==> config.mk <==
export PLATFORM = sky130hd
export DESIGN_NAME = bfsd_relax
export DESIGN_NICKNAME = d
export VERILOG_FILES = /design/src/hdl/bellman_ford_shortest_distance_assert.svh /design/src/hdl/bfsd_pkg.sv /design/src/hdl/bfsd_relax.sv
export SDC_FILE = /design/constraint.sdc
export NUM_CORES = 1
export LEC_CHECK = 0
export ABC_CLOCK_PERIOD_IN_PS = 9400
export BUFFER_PORTS_ARGS = -buffer_cell sky130_fd_sc_hd__buf_2
export CAP_MARGIN = 25
export CORE_AREA = 3 3 73 75
export DETAILED_ROUTE_END_ITERATION = 12
export DIE_AREA = 0 0 76 78
export PLACE_DENSITY = 0.83
export REMOVE_ABC_BUFFERS = 1
export SLEW_MARGIN = 20
export SYNTH_ARGS = -nofsm -noshare
export SYNTH_HDL_FRONTEND = slang
export SYNTH_SLANG_ARGS = --single-unit
export TNS_END_PERCENT = 100
==> constraint.sdc <==
create_clock -name vclk -period 9.4
set_input_delay 1.41 -clock vclk [all_inputs]
set_output_delay 1.41 -clock vclk [all_outputs]
set_load 0.005 [all_outputs]
==> src/hdl/bellman_ford_shortest_distance_assert.svh <==
// ----------------------------------------------------------------------------
// bellman_ford_shortest_distance_assert.svh
// assertion macros for the shortest distance block
// ----------------------------------------------------------------------------
`ifndef BELLMAN_FORD_SHORTEST_DISTANCE_ASSERT_SVH
`define BELLMAN_FORD_SHORTEST_DISTANCE_ASSERT_SVH

`ifndef SYNTHESIS
`define BFSD_ASSERT(lbl, prop, msg) \
    lbl: assert property (@(posedge clk) disable iff (!rst_n) prop) else $error(msg);
`define BFSD_ASSERT_ALWAYS(lbl, prop, msg) \
    lbl: assert property (@(posedge clk) prop) else $error(msg);
`else
`define BFSD_ASSERT(lbl, prop, msg)
`define BFSD_ASSERT_ALWAYS(lbl, prop, msg)
`endif

`endif

==> src/hdl/bfsd_pkg.sv <==
`timescale 1ns / 1ps
// ----------------------------------------------------------------------------
// bfsd_pkg
// shared constants, types and codes of the shortest distance block
// ----------------------------------------------------------------------------
package bfsd_pkg;

    localparam int MAX_NODES   = 16;
    localparam int WEIGHT_BITS = 16;
    localparam int DIST_BITS   = 24;

    localparam int NODE_W    = $clog2(MAX_NODES);
    localparam int CNT_W     = NODE_W + 1;
    localparam int WADDR_W   = 2 * NODE_W;
    localparam int CFG_W     = 5;
    localparam int CFG_IDX_W = 2;
    localparam int SUM_W     = ((DIST_BITS > WEIGHT_BITS) ? DIST_BITS : WEIGHT_BITS) + 1;

    localparam logic [CFG_W-1:0] NODE_COUNT_RST  = 5'd16;
    localparam logic [CFG_W-1:0] SOURCE_NODE_RST = 5'd1;
    localparam logic [CFG_W-1:0] DEST_NODE_RST   = 5'd1;

    typedef logic [NODE_W-1:0]              node_t;
    typedef logic [CNT_W-1:0]               cnt_t;
    typedef logic [CFG_W-1:0]               cfg_t;
    typedef logic signed [WEIGHT_BITS-1:0]  weight_t;
    typedef logic signed [DIST_BITS-1:0]    dist_t;
    typedef logic signed [SUM_W-1:0]        sum_t;

    localparam dist_t DIST_MAX = {1'b0, {(DIST_BITS-1){1'b1}}};
    localparam dist_t DIST_MIN = {1'b1, {(DIST_BITS-1){1'b0}}};

    typedef enum logic [CFG_IDX_W-1:0] {
        CFG_NODE_COUNT  = 2'd0,
        CFG_SOURCE_NODE = 2'd1,
        CFG_DEST_NODE   = 2'd2
    } cfg_idx_t;

    typedef enum logic [4:0] {
        ST_IDLE   = 5'b00001,
        ST_INIT   = 5'b00010,
        ST_RUN    = 5'b00100,
        ST_DRAIN  = 5'b01000,
        ST_RESULT = 5'b10000
    } state_t;

    typedef struct packed {
        logic    none;
        weight_t w;
    } wentry_t;

    typedef struct packed {
        logic  inf;
        dist_t d;
    } dentry_t;

    typedef struct packed {
        logic  valid;
        logic  check;
        node_t u;
        node_t v;
    } issue_t;

endpackage

==> src/hdl/bfsd_relax.sv <==
`timescale 1ns / 1ps
// ----------------------------------------------------------------------------
// bfsd_relax
// edge relaxation: saturating sum and improvement test
// ----------------------------------------------------------------------------
module bfsd_relax (
    input  bfsd_pkg::issue_t  op,
    input  bfsd_pkg::wentry_t w,
    input  bfsd_pkg::dentry_t du,
    input  bfsd_pkg::dentry_t dv,
    output logic              improve,
    output bfsd_pkg::dist_t   sum
);
    import bfsd_pkg::*;

    localparam sum_t SUM_HI = SUM_W'(DIST_MAX);
    localparam sum_t SUM_LO = SUM_W'(DIST_MIN);

    sum_t sum_wide;

    always_comb
    begin
        sum_wide = SUM_W'($signed(du.d)) + SUM_W'($signed(w.w));
        if (sum_wide > SUM_HI)
        begin
            sum = DIST_MAX;
        end
        else if (sum_wide < SUM_LO)
        begin
            sum = DIST_MIN;
        end
        else
        begin
            sum = DIST_BITS'(sum_wide);
        end
        improve = op.valid && !du.inf && !w.none && (dv.inf || ($signed(dv.d) > $signed(sum)));
    end

endmodule

==> impl_metrics.toml <==
[route]
wl_mm = 7.14
antenna_left = 0
vias_per_cell = 6.03
post_drt_wl_per_cell_um = 14.2
num_vias = 3038
drt_first_pass_iters = 5
drc = 0
drt_iter0_drc = 229

[job]
drv_cap = 0

[yosys]
synth_cell_types = 59
syn-cell-area_um2 = 2560
synth_top_area_frac = 0.235
synth.yosys.seq_area_share = 0
synthAdderAreaFrac = 0.243
avgSynthCellArea_um2 = 7.21
synth_compound_area_frac = 0.445
synthMuxAreaShare = 0.00880
yosys.area_share.simple = 0.195
synth_area_leaders = "ha_1 23%, o21ai_0 6.7%, a21oi_1 6.5%, a21o_1 5.6%, nand2_1 5.4%"
synth.most_common_cell = "ha_1"
synthCells = 355
yosys_warnings = 0
synth_top_family_by_area = "compound AO/OA/AOI/OAI gates"
yosys-top-cells-count = "48 x ha_1, 37 x nand2_1, 34 x o21ai_0"
synthXorXnorAreaFrac = 0.0616
yosys.area.top_type = "ha_1"

[floorplan]
fp-row-count = 25
io_pins = 102
start_util = 0.542
die_h_um = 78
dieArea_um2 = 5930
die_w_um = 76
coreArea_um2 = 4720

[timing]
slew_headroom = 0.339
grt_setup_unrepaired = "false"
final.setup.tns_ns = 0
hold_violations = 0
setup_violations = 0
fmax_ghz = 0.140
drv_slew = 0
fin_crit_sh = 0.762
worstMarginPinSlew_ns = 0.991
period_minus_slack_ns = 7.16

[pwr]
pwr-share-seq = 0
peakVddDrop_uv = 40.1
p_switching_mw = 0.179
power_density_nw_per_um2 = 105
intPower_mw = 0.141
pwr-share-clk = 0
total_power_mw = 0.320
combPwrFrac = 1.000
p_sw_frac = 0.559
leakagePower_nw = 1.50

[finish]
area_growth_pct = 18.9
drive_gt1_frac = 0.270
seq_cell_count = 0
nClkBuffers = 0
diodes = 0
fillers = 428
multi_input_area_um2 = 2440
ff_latch_area_um2 = 0
fin_nets = 565

[worst_setup_path]
endpoint_kind = "output port"
start_kind = "input pin"
crit_required_ns = 7.99
critical_path.max_fanout = 20
criticalPathCategory = "input pin to output port"
crit_arrival_ns = 5.75

[min_path]
hp-class = "input pin to output port"
hold_depth = 4

[grt]
grt_pass1_vias = 2748
antenna_found_initial = 0
groute.usage.overall = 0.231
grt_pass1_wl_mm = 12.0
overflow = 0
grt_max_degree = 43

[outcome]
status = "finished, final reports clean"

[placed_design]
portBuffers = 93
globalplace.congestion = 0.907
dp_hpwl_mm = 6.05

[clock_tree]
post_cts_resized = 0
ctsHoldBuffers = 0
post_cts_buffers = 0
[cells in the final DEF (no fill, tap or decap), types with 5 or more instances in the layout]
cell / count
nor2_1: 22
a31oi_1: 5
xor2_1: 6
o21ai_1: 5
xnor2_1: 12
a21o_1: 19
buf_2: 93
o21a_1: 13
nand4_1: 7
inv_1: 13
a21oi_1: 33
o211ai_1: 9
and2_1: 9
nor3_1: 5
o21ai_2: 6
o21ai_0: 34
ha_1: 48
nand2_1: 37
[per-stage QoR]
| stage | cells | cell area [um2] | worst slack [ns] | util | hold slack, ns |
|---|---|---|---|---|---|
| 6_report | 504 | 3040 | 2.24 | 0.644 | 3.12 |
| 5_1_grt | 504 | 3040 | 1.80 | 0.644 | 3.15 |
| 3_3_place_gp | 504 | 3040 | 2.42 | 0.644 | 3.12 |
| 2_1_floorplan | 343 | 2490 | 3.02 | - | 2.89 |
| 4_1_cts | 504 | 3040 | 2.27 | 0.644 | 3.12 |
| 3_5_place_dp | 504 | 3040 | 2.30 | 0.644 | 3.12 |
[final timing paths]
path	to	from	slack, ns
setup / recovery	improve	w[0]	2.24
hold / removal	improve	op[9]	3.12
[worst max-delay path, cell delays in order]
cell,delay [ns]
buf_2,0.08
ha_1,0.19
inv_1,0.07
fa_1,0.39
nand2b_1,0.18
a21oi_1,0.32
o21ai_2,0.14
nand3_2,0.13
a2111oi_4,0.12
o21ai_2,0.81
nand2_1,0.16
a32o_1,0.32
ha_1,0.30
nand4_1,0.12
nor4_1,0.35
nand2_1,0.12
a41o_1,0.25
a21oi_1,0.14
buf_2,0.14
[layout make-up]
type,instances,area share
multi-input combinational,330,0.801
timing repair buffer,94,0.155
tap,67,0.0275
inverter,13,0.0160
[per-layer routing]
| metal | wire length (um) | up-vias | global-route usage | part of all wire |
|---|---|---|---|---|
| met2 | 3270 | 125 | 0.401 | 0.46 |
| li1 | - | 1523 | - | - |
| met3 | 462 | 12 | 0.0278 | 0.065 |
| met1 | 3290 | 1378 | 0.310 | 0.46 |
| met5 | 0 | - | 0 | 0 |
| met4 | 110 | 0 | 0.0417 | 0.015 |
[power by group through the flow]
stage	Clock (mW)	Combinational, mW	Sequential (mW)
global placement	0	0.304	0
global route	0	0.356	0
detailed placement	0	0.315	0
CTS	0	0.317	0
finish	0	0.320	0
floorplan	0	0.223	0
[logic make-up (layout without fill, tap and decap cells)]
| logic type | after synthesis | count (layout) |
|---|---|---|
| AOI/OAI and AO/OA | 161 | 161 |
| xor gates and xnor gates | 18 | 18 |
| adders and majority gates | 49 | 49 |
| buffers and inverters | 25 | 107 |
| muxes | 1 | 1 |
| and+or+nand+nor | 101 | 101 |
Note: power is estimated with default switching activity, not from simulation.
