===== config.mk =====
export PLATFORM = sky130hd
export DESIGN_NAME = bfsd_dist_ram
export DESIGN_NICKNAME = d
export VERILOG_FILES = /design/src/hdl/bellman_ford_shortest_distance_assert.svh /design/src/hdl/bfsd_pkg.sv /design/src/hdl/bfsd_dist_ram.sv
export SDC_FILE = /design/constraint.sdc
export NUM_CORES = 1
export LEC_CHECK = 0
export ABC_CLOCK_PERIOD_IN_PS = 2500
export BUFFER_PORTS_ARGS = -buffer_cell sky130_fd_sc_hd__clkbuf_2
export CORE_MARGIN = 2
export CORE_UTILIZATION = 31
export CTS_CLUSTER_SIZE = 28
export DETAILED_ROUTE_END_ITERATION = 16
export GPL_TIMING_DRIVEN = 0
export PLACE_DENSITY = 0.51
export SLEW_MARGIN = 20
export SYNTH_ARGS = -nofsm -noshare
export SYNTH_HDL_FRONTEND = slang
export SYNTH_SLANG_ARGS = --single-unit

===== constraint.sdc =====
create_clock -name clk -period 2.5 [get_ports clk]
set_input_delay 0.5 -clock clk [delete_from_list [all_inputs] [get_ports clk]]
set_output_delay 0.5 -clock clk [all_outputs]
set_load 0.005 [all_outputs]

===== src/hdl/bellman_ford_shortest_distance_assert.svh =====
// ----------------------------------------------------------------------------
// bellman_ford_shortest_distance_assert.svh
// assertion macros for the shortest distance block
// ----------------------------------------------------------------------------
`ifndef BELLMAN_FORD_SHORTEST_DISTANCE_ASSERT_SVH
`define BELLMAN_FORD_SHORTEST_DISTANCE_ASSERT_SVH

`ifndef SYNTHESIS
`define BFSD_ASSERT(lbl, prop, msg) \
    lbl: assert property (@(posedge clk) disable iff (!rst_n) prop) else $error(msg);
`define BFSD_ASSERT_ALWAYS(lbl, prop, msg) \
    lbl: assert property (@(posedge clk) prop) else $error(msg);
`else
`define BFSD_ASSERT(lbl, prop, msg)
`define BFSD_ASSERT_ALWAYS(lbl, prop, msg)
`endif

`endif


===== src/hdl/bfsd_pkg.sv =====
`timescale 1ns / 1ps
// ----------------------------------------------------------------------------
// bfsd_pkg
// shared constants, types and codes of the shortest distance block
// ----------------------------------------------------------------------------
package bfsd_pkg;

    localparam int MAX_NODES   = 16;
    localparam int WEIGHT_BITS = 16;
    localparam int DIST_BITS   = 24;

    localparam int NODE_W    = $clog2(MAX_NODES);
    localparam int CNT_W     = NODE_W + 1;
    localparam int WADDR_W   = 2 * NODE_W;
    localparam int CFG_W     = 5;
    localparam int CFG_IDX_W = 2;
    localparam int SUM_W     = ((DIST_BITS > WEIGHT_BITS) ? DIST_BITS : WEIGHT_BITS) + 1;

    localparam logic [CFG_W-1:0] NODE_COUNT_RST  = 5'd16;
    localparam logic [CFG_W-1:0] SOURCE_NODE_RST = 5'd1;
    localparam logic [CFG_W-1:0] DEST_NODE_RST   = 5'd1;

    typedef logic [NODE_W-1:0]              node_t;
    typedef logic [CNT_W-1:0]               cnt_t;
    typedef logic [CFG_W-1:0]               cfg_t;
    typedef logic signed [WEIGHT_BITS-1:0]  weight_t;
    typedef logic signed [DIST_BITS-1:0]    dist_t;
    typedef logic signed [SUM_W-1:0]        sum_t;

    localparam dist_t DIST_MAX = {1'b0, {(DIST_BITS-1){1'b1}}};
    localparam dist_t DIST_MIN = {1'b1, {(DIST_BITS-1){1'b0}}};

    typedef enum logic [CFG_IDX_W-1:0] {
        CFG_NODE_COUNT  = 2'd0,
        CFG_SOURCE_NODE = 2'd1,
        CFG_DEST_NODE   = 2'd2
    } cfg_idx_t;

    typedef enum logic [4:0] {
        ST_IDLE   = 5'b00001,
        ST_INIT   = 5'b00010,
        ST_RUN    = 5'b00100,
        ST_DRAIN  = 5'b01000,
        ST_RESULT = 5'b10000
    } state_t;

    typedef struct packed {
        logic    none;
        weight_t w;
    } wentry_t;

    typedef struct packed {
        logic  inf;
        dist_t d;
    } dentry_t;

    typedef struct packed {
        logic  valid;
        logic  check;
        node_t u;
        node_t v;
    } issue_t;

endpackage


===== src/hdl/bfsd_dist_ram.sv =====
`timescale 1ns / 1ps
// ----------------------------------------------------------------------------
// bfsd_dist_ram
// distance store: two read ports, one write port, infinity flags, forwarding
// ----------------------------------------------------------------------------
module bfsd_dist_ram (
    input  logic             clk,
    input  logic             rst_n,
    input  logic             init,
    input  bfsd_pkg::node_t  a_addr,
    input  bfsd_pkg::node_t  b_addr,
    input  logic             we,
    input  bfsd_pkg::node_t  waddr,
    input  bfsd_pkg::dist_t  wdata,
    output bfsd_pkg::dentry_t a_q,
    output bfsd_pkg::dentry_t b_q
);
    import bfsd_pkg::*;

    dist_t                 mem [MAX_NODES];
    logic [MAX_NODES-1:0]  inf_reg;
    logic [MAX_NODES-1:0]  inf_next;
    dist_t                 a_rd_reg;
    dist_t                 b_rd_reg;
    logic                  a_inf_reg;
    logic                  b_inf_reg;
    logic                  a_fwd_reg;
    logic                  b_fwd_reg;
    dist_t                 fwd_data_reg;

    always_ff @(posedge clk)
    begin
        if (we)
        begin
            mem[waddr] <= wdata;
        end
        a_rd_reg     <= mem[a_addr];
        b_rd_reg     <= mem[b_addr];
        fwd_data_reg <= wdata;
    end

    always_comb
    begin
        inf_next = inf_reg;
        if (init)
        begin
            inf_next = '1;
        end
        if (we)
        begin
            inf_next[waddr] = 1'b0;
        end
    end

    always_ff @(posedge clk or negedge rst_n)
    begin
        if (!rst_n)
        begin
            inf_reg   <= '1;
            a_inf_reg <= 1'b1;
            b_inf_reg <= 1'b1;
            a_fwd_reg <= 1'b0;
            b_fwd_reg <= 1'b0;
        end
        else
        begin
            inf_reg   <= inf_next;
            a_inf_reg <= inf_reg[a_addr];
            b_inf_reg <= inf_reg[b_addr];
            a_fwd_reg <= we && (waddr == a_addr);
            b_fwd_reg <= we && (waddr == b_addr);
        end
    end

    // a write at the read edge wins over the stale array data
    assign a_q = a_fwd_reg ? dentry_t'{inf: 1'b0, d: fwd_data_reg}
                           : dentry_t'{inf: a_inf_reg, d: a_rd_reg};
    assign b_q = b_fwd_reg ? dentry_t'{inf: 1'b0, d: fwd_data_reg}
                           : dentry_t'{inf: b_inf_reg, d: b_rd_reg};

endmodule


==> results.cfg, run 1 <==
[final_layout]
largest_reg_flops = 384
finish.net_count = 1231
max_flop_register = mem
post-route-util = 0.375
drive_above_1_share = 0.407
fill_cells = 5979
final_area_um2 = 24200
area_growth_pct = 19.5

[logic_synthesis]
ys_types = 24
synth_area_leaders = edfxtp_1 57%, mux4_2 22%, dfxtp_1 7.1%
syn_area_um2 = 20200
synth_top_area_frac = 0.569
synthMuxAreaShare = 0.249
syn_nets = 1067
synth_top_cell_by_area = edfxtp_1
synth_compound_gate_area_share = 0.0371
yosys_warnings = 0
synth_top_family_by_area = multiplexers
ys_seq_elements = 476
avgSynthCellArea_um2 = 19.7
synth-adder-area-share = 0
synthSimpleGateAreaFrac = 0.0245
ys_seq_area_frac = 0.667
post_synth_inst_count = 1027
synth_xor_area_frac = 0.00346

[critical_path]
rrSetupSlack_ps = 970
worstPathRequired_ps = 2000
worstRegToRegCells = 3
critPathCaptureType = output port
timing.rr.start = mem[11][3]
crit_end = b_q[20]
cp-start-kind = register
critPathLaunch = b_fwd_reg
crit_arrival_ps = 1930
crit_type = reg -> out
path_max_fanout = 10
r2r-end = b_rd_reg[3]

[global_routing]
grt_max_degree = 21
grt_overflow = 0
grt_util_all_layers = 0.171
grt_first_pass_wirelength_um = 82200
antenna_found_initial = 3
grt_pass1_vias = 11800

[timing]
setup_tns_ps = 0
finalCriticalPeriod_ps = 2430
post-route-period-util = 0.973
rsz0062_at_grt = false
final_hold_viol_count = 0
final-setup-viol-count = 0
finClkSkew_ps = 24.5
whs_ps = 220
relSlewSlack = 0.279
layout_setup_ws_ps = 68.2
worst_pin_slew_ps = 1080
fmax_mhz = 411
drv_slew = 0

[clocking]
cts_buffer_depth = 3
cts_buffers = 51
cts_sinks = 476
cts-root-buf = clkbuf_16
cts_htree_levels = 2
cts_tree = done
insertion_delay_ps = 610
path_clk_slew_ps = 60

[route]
drtPass1Iterations = 5
wl_met3_um = 3800
drt-met1-wl_um = 24500
antenna_left = 0
wl_per_cell_um = 27.4
met2_length_um = 27800
vias_per_cell = 5.32
top_layer_used = met5
drc = 0
vias = 11100
drtIter0Drc = 989
wl_um = 57300

[die]
dieArea_um2 = 67400
start_util = 0.314
pin_count = 90
die_w_um = 260
design.core.area_um2 = 64500
die_h_um = 260
num_rows = 93

[placement]
dpl.hpwl_um = 38100
port_buffers = 82
gp_congestion = 0.756
pre_cts_ws_ps = -328
place_area_um2 = 22400

[run_status]
status = finished, final reports clean

[min_path]
whs_path_depth = 3
hp-class = in -> reg

[pwr]
cellLeakagePower_nw = 7.96
ir_drop_mv = 0.497
power_density_nw_per_um2 = 758

[flow_run]
cap_violations = 0
worst max-delay path, stage by stage (launching register included):
cell and delay, ps:
dfrtp_2 510, buf_6 260, mux2_2 420, clkbuf_2 130
power breakdown:
| group | switching (mW) | internal [mW] | total, mW |
|---|---|---|---|
| Sequential | 0.0908 | 8.83 | 8.92 |
| Clock | 3.17 | 4.73 | 7.90 |
| Combinational | 0.846 | 0.677 | 1.52 |
worst min path at each step:
stage	startpoint	end	slack [ps]
floorplan	rst_n	a_fwd_reg	200
global placement	inf_reg[15]	inf_reg[15]	480
detailed placement	inf_reg[1]	inf_reg[1]	480
CTS	we	a_fwd_reg	170
global route	we	a_fwd_reg	210
finish	we	a_fwd_reg	220
routing by layer:
| layer | up-vias | global-route usage |
|---|---|---|
| li1 | 4659 | - |
| met1 | 6001 | 0.232 |
| met2 | 377 | 0.279 |
| met3 | 83 | 0.0382 |
| met4 | 4 | 0.0461 |
| met5 | - | 0.00570 |
through the flow:
step           std cells  total power, mW
2_1_floorplan       1027             9.94
3_3_place_gp        1964             10.6
3_5_place_dp        1993             10.6
4_1_cts             2088             18.5
5_1_grt             2091             18.9
6_report            2091             18.3
synth_stat cells:
cell and count:
edfxtp_1 384, mux4_2 200, a22oi_1 100, dfxtp_1 72
nand2_1 53, mux2_2 48, nor2_1 46, clkbuf_1 33
buf_1 18, dfstp_2 18, buf_4 10, buf_6 8
buf_2 7, nor2b_1 6, xor2_1 6, nor3_1 4
and2_1 2, dfrtp_1 2, nand2b_1 2, nand3b_1 2
nor4_1 2, xnor2_1 2, nand3_1 1, or3b_2 1
placed cells by master (no fill, tap or decap), types with 17 or more instances in the layout:
cell type / count
buf_4: 17
edfxtp_1: 384
clkbuf_16: 55
mux4_2: 200
dfxtp_1: 72
nand2_1: 53
mux2_2: 48
buf_6: 18
nor2_1: 34
clkbuf_1: 40
a22oi_1: 100
clkbuf_2: 82
dfstp_2: 18
cells by family (layout without fill, tap and decap cells):
kind of cell / after synthesis / in the layout
AO/OA/AOI/OAI: 100 / 100
flip-flops: 476 / 476
AND/OR/NAND/NOR: 119 / 119
other: 0 / 2
buffers and inverters: 76 / 283
XOR/XNOR: 8 / 8
multiplexers: 248 / 248
layout make-up:
cell class,instances,area (µm²),area share
Timing Repair Buffer,113,971,0.0401
Clock inverter,28,295,0.0122
Clock buffer,68,1470,0.0606
Buffer,74,413,0.0171
Multi-Input combinational cell,475,6480,0.268
Antenna cell,2,5.00,0.000207
Tap cell,855,1070,0.0442
Sequential cell,476,13500,0.558
timing repair:
item / CTS / global route
setup buffers: 0 / 1
endpoints found under the setup margin: 40 / 1
resized for setup: 22 / 0
endpoints found under the hold margin: 2 / 0
hold buffers: 1 / 0
Note: power is estimated with default switching activity, not from simulation.
==> run 2, diff against run 1 <==
--- a/config.mk
+++ b/config.mk
@@ -7,3 +7,3 @@
 export LEC_CHECK = 0
-export ABC_CLOCK_PERIOD_IN_PS = 2500
+export ABC_CLOCK_PERIOD_IN_PS = 2000
 export BUFFER_PORTS_ARGS = -buffer_cell sky130_fd_sc_hd__clkbuf_2
@@ -14,3 +14,3 @@
 export GPL_TIMING_DRIVEN = 0
-export PLACE_DENSITY = 0.51
+export PLACE_DENSITY = 0.52
 export SLEW_MARGIN = 20
==> constraint.sdc (replaced) <==
create_clock -name clk -period 2 [get_ports clk]
set_input_delay 0.1 -clock clk [delete_from_list [all_inputs] [get_ports clk]]
set_output_delay 0.1 -clock clk [all_outputs]
set_load 0.005 [all_outputs]
==> results.cfg, run 2 (synthesis gave the netlist of run 1 again) <==
[final_layout]
largest_reg_flops = 384
final_area_um2 = 24400
multi_input_area_um2 = 6480
area_growth_pct = 20.3
ff_latch_area_um2 = 13500
layout_common_cells = 384 x edfxtp_1, 200 x mux4_2, 100 x a22oi_1, 82 x clkbuf_2, 72 x dfxtp_1
fill_cells = 5956
max_flop_register = mem
drive_above_1_share = 0.399
final_common_cell = edfxtp_1
finish.net_count = 1261

[clocking]
cts_sinks = 476
cts_buffer_depth = 3
cts_buffers = 52
cts-root-buf = clkbuf_16
cts_tree = done
path_clk_slew_ps = 60
cts_htree_levels = 2
insertion_delay_ps = 600

[timing]
post-route-period-util = 0.970
fmax_mhz = 515
layout_setup_ws_ps = 60.1
relSlewSlack = 0.318
finalCriticalPeriod_ps = 1940
rsz0062_at_grt = false
final-setup-viol-count = 0
finClkSkew_ps = 15.0
drv_slew = 0
final_hold_viol_count = 0
worst_pin_slew_ps = 1020

[placement]
place_area_um2 = 22300
gp_congestion = 0.751
dpl.hpwl_um = 38400
pre_cts_ws_ps = -399
port_buffers = 82

[route]
drc = 0
drtPass1Iterations = 5
antenna_left = 0
vias_per_cell = 5.33
wl_um = 57400
wl_per_cell_um = 27.1
vias = 11300
drtIter0Drc = 1052

[critical_path]
crit_type = reg -> out
path_max_fanout = 10
cp-start-kind = register
critPathCaptureType = output port
worstRegToRegCells = 3
crit_arrival_ps = 1840
worstPathRequired_ps = 1900

[min_path]
hp-class = in -> async

[global_routing]
grt_max_degree = 21
grt_util_all_layers = 0.173
grt_first_pass_wirelength_um = 83500
grt_pass1_vias = 12200
antenna_found_initial = 0
grt_overflow = 0

[pwr]
ir_drop_mv = 0.594
cellLeakagePower_nw = 8.03
power_mw = 22.6
power_density_nw_per_um2 = 927

[die]
dieArea_um2 = 67400
num_rows = 93
start_util = 0.314
design.core.area_um2 = 64500
die_w_um = 260
die_h_um = 260
pin_count = 90

[flow_run]
cap_violations = 0

[run_status]
status = finished, final reports clean
==> run 2: cell count changes in the layout (fill, tap and decap cells not counted), sizes merged <==
cell / change
bufinv: -5
diode: -1
dlygate4sd3: +30
inv: -3
clkbuf: +9
clkinv: -1
clkinvlp: +1
buf: -1
==> run 2: path summary, 6_finish.rpt <==
path                               end  startpoint  slack (ps)
min in group clk             b_inf_reg   b_addr[1]         240
hold / removal               b_fwd_reg       rst_n          20
hold reg to reg             inf_reg[0]  inf_reg[0]         500
setup / recovery               b_q[10]   b_fwd_reg          60
max in group asynchronous    a_fwd_reg       rst_n        1590
setup reg to reg           a_rd_reg[0]   mem[8][0]         480
==> run 2: metrics by stage <==
stage                     TNS, ps  hold slack, ps  instances  utilization
after floorplan            -46560            -196       1027            -
after global placement    -619630            95.8       1964        0.337
after detailed placement   -27680             105       1991        0.346
after CTS                       0            5.31       2119        0.378
after global routing            0            45.6       2119        0.378
final                           0            23.8       2120        0.378
==> run 2: layer usage <==
metal / GRT usage / vias up / part of all wire
li1: - / 4726 / -
met4: 0.0423 / 0 / 0.020
met2: 0.279 / 455 / 0.48
met1: 0.241 / 6018 / 0.43
met5: 0 / - / 0
met3: 0.0336 / 98 / 0.074
==> run 2: repair_timing <==
action / 4_1_cts / 5_1_grt
hold buffers: 31 / 0
gates resized for setup: 18 / 0
setup buffers: 2 / 0
setup endpoints to repair: 50 / 0
endpoints found under the hold margin: 405 / 0
==> run 2: report_power, final <==
part	switching, mW	internal, mW	total (mW)
registers	0.111	11.0	11.2
clock network	3.91	5.57	9.48
logic	1.07	0.881	1.95
==> run 2: cell type report <==
class	instances	share of cell area
clock inverter	20	0.00534
tap	855	0.0439
antenna	1	0.000103
multi-input combinational	475	0.266
sequential	476	0.554
clock buffer	77	0.0648
buffer	74	0.0168
timing repair buffer	142	0.0492
==> run 2: critical path, cell delays in order (launching register included) <==
cell and delay, ps:
dfrtp_2 420, buf_4 310, mux2_2 380, clkbuf_2 110
==> run 3, diff against run 2 <==
- ABC_CLOCK_PERIOD_IN_PS: 2000 -> 2150
- CORE_UTILIZATION: 31 -> 40
- PLACE_DENSITY: 0.52 -> 0.61
- clock period: 2 -> 2.15 ns (I/O delays scaled with it)
==> results.cfg, run 3 (synthesis gave the netlist of run 1 again) <==
[run_status]
status = finished, final reports clean

[die]
num_rows = 82
pin_count = 90
dieArea_um2 = 52400
die_w_um = 229
start_util = 0.404
design.core.area_um2 = 50100
die_h_um = 229

[final_layout]
num_antenna_cells = 0
layout_common_cells = 384 x edfxtp_1, 200 x mux4_2, 100 x a22oi_1, 83 x clkbuf_2, 72 x dfxtp_1
area_growth_pct = 18.5
finish.net_count = 1256
largest_reg_flops = 384
post-route-util = 0.479
max_flop_register = mem
fill_cells = 4235
final_common_cell = edfxtp_1
drive_above_1_share = 0.399

[route]
vias = 11200
drtIter0Drc = 1147
wl_met3_um = 3990
drtPass1Iterations = 5
vias_per_cell = 5.80
top_layer_used = met4
drc = 0
drt-met1-wl_um = 21400
met2_length_um = 26700
wl_um = 53400
antenna_left = 0
wl_per_cell_um = 27.7

[clocking]
path_clk_slew_ps = 60
cts-root-buf = clkbuf_16
insertion_delay_ps = 590
cts_tree = done
cts_buffers = 50
cts_sinks = 476
cts_htree_levels = 2
cts_buffer_depth = 3
cts_setup_buffers = 0

[pwr]
power_density_nw_per_um2 = 859
ir_drop_mv = 0.557
cellLeakagePower_nw = 7.98
power_mw = 20.6

[timing]
drv_slew = 0
rsz0062_at_grt = false
finClkSkew_ps = 10.8
worst_pin_slew_ps = 985
final-setup-viol-count = 0
final_hold_viol_count = 0
fmax_mhz = 489
setup_tns_ps = 0
finalCriticalPeriod_ps = 2040
post-route-period-util = 0.950
relSlewSlack = 0.344

[global_routing]
grt_util_all_layers = 0.206
grt_first_pass_wirelength_um = 78500
grt_overflow = 0
antenna_found_initial = 0
grt_pass1_vias = 11900
grt_max_degree = 21

[critical_path]
critPathCaptureType = output port
critical-path-slowest-cell = dfrtp_2
critPathBufInv = 2
path_max_fanout = 10
critPathMaxStageDelay_ps = 520
critical_path.top_delay_family = flip-flops
crit_type = reg -> out
cp-start-kind = register
crit_arrival_ps = 1940
worstPathRequired_ps = 2040
path_cells = buf_4 -> mux2_2 -> clkbuf_2

[placement]
port_buffers = 82
gp_congestion = 0.807
dpl.hpwl_um = 35400

[min_path]
hp-class = in -> async

[flow_run]
cap_violations = 0
[run 3: cell count changes in the layout (fill, tap and decap cells not counted), moves of 2 or more]
cell       before  now
buf_12          6    2
buf_16          8   10
buf_4          21   23
buf_8           2    0
clkbuf_16      55   53
clkinv_1        7    3
inv_4           0    2
[run 3: power breakdown]
part / switching, mW / internal, mW
Sequential: 0.108 / 10.3
Combinational: 0.952 / 0.814
Clock: 3.56 / 4.91
[run 3: metal layers]
metal | GRT usage | vias to the layer above
met1 | 0.267 | 5958
met2 | 0.350 | 454
met5 | 0 | -
met3 | 0.0457 | 84
li1 | - | 4693
met4 | 0.0588 | 0
[run 3: per-stage QoR]
step	worst slack (ps)	hold WS, ps	area [µm²]	std cells
2_1_floorplan	-380	-188	20300	1027
3_3_place_gp	-2760	94.9	21500	1781
3_5_place_dp	-176	106	22100	1807
4_1_cts	59.0	30.5	24000	1929
5_1_grt	36.5	89.2	24000	1929
6_report	107	41.7	24000	1929
[run 3: area by class of cell]
type                            count  area (µm²)  share of cell area
Timing Repair Buffer              139        1160              0.0483
Tap cell                          672         841              0.0350
Clock inverter                     17        87.6             0.00365
Multi-Input combinational cell    475        6480               0.270
Clock buffer                       76        1530              0.0639
Sequential cell                   476       13500               0.563
Buffer                             74         399              0.0166
[run 3: path summary, 6_finish.rpt]
path | startpoint | to | slack, ps | cells past startpoint
max | b_fwd_reg | b_q[17] | 110 | 3
min | rst_n | b_fwd_reg | 40 | 2
max reg2reg | mem[10][3] | a_rd_reg[3] | 630 | 3
min reg2reg | inf_reg[9] | inf_reg[9] | 490 | 2
max in group asynchronous | rst_n | a_fwd_reg | 1730 | 2
min in group clk | b_addr[1] | b_inf_reg | 270 | 4
[run 3: repair_timing]
| item | in CTS | in global routing |
|---|---|---|
| setup endpoints to repair | 40 | 1 |
| resized for setup | 18 | 3 |
| hold buffers | 31 | 0 |
| cloned | 0 | 0 |
| hold endpoints to repair | 344 | 0 |
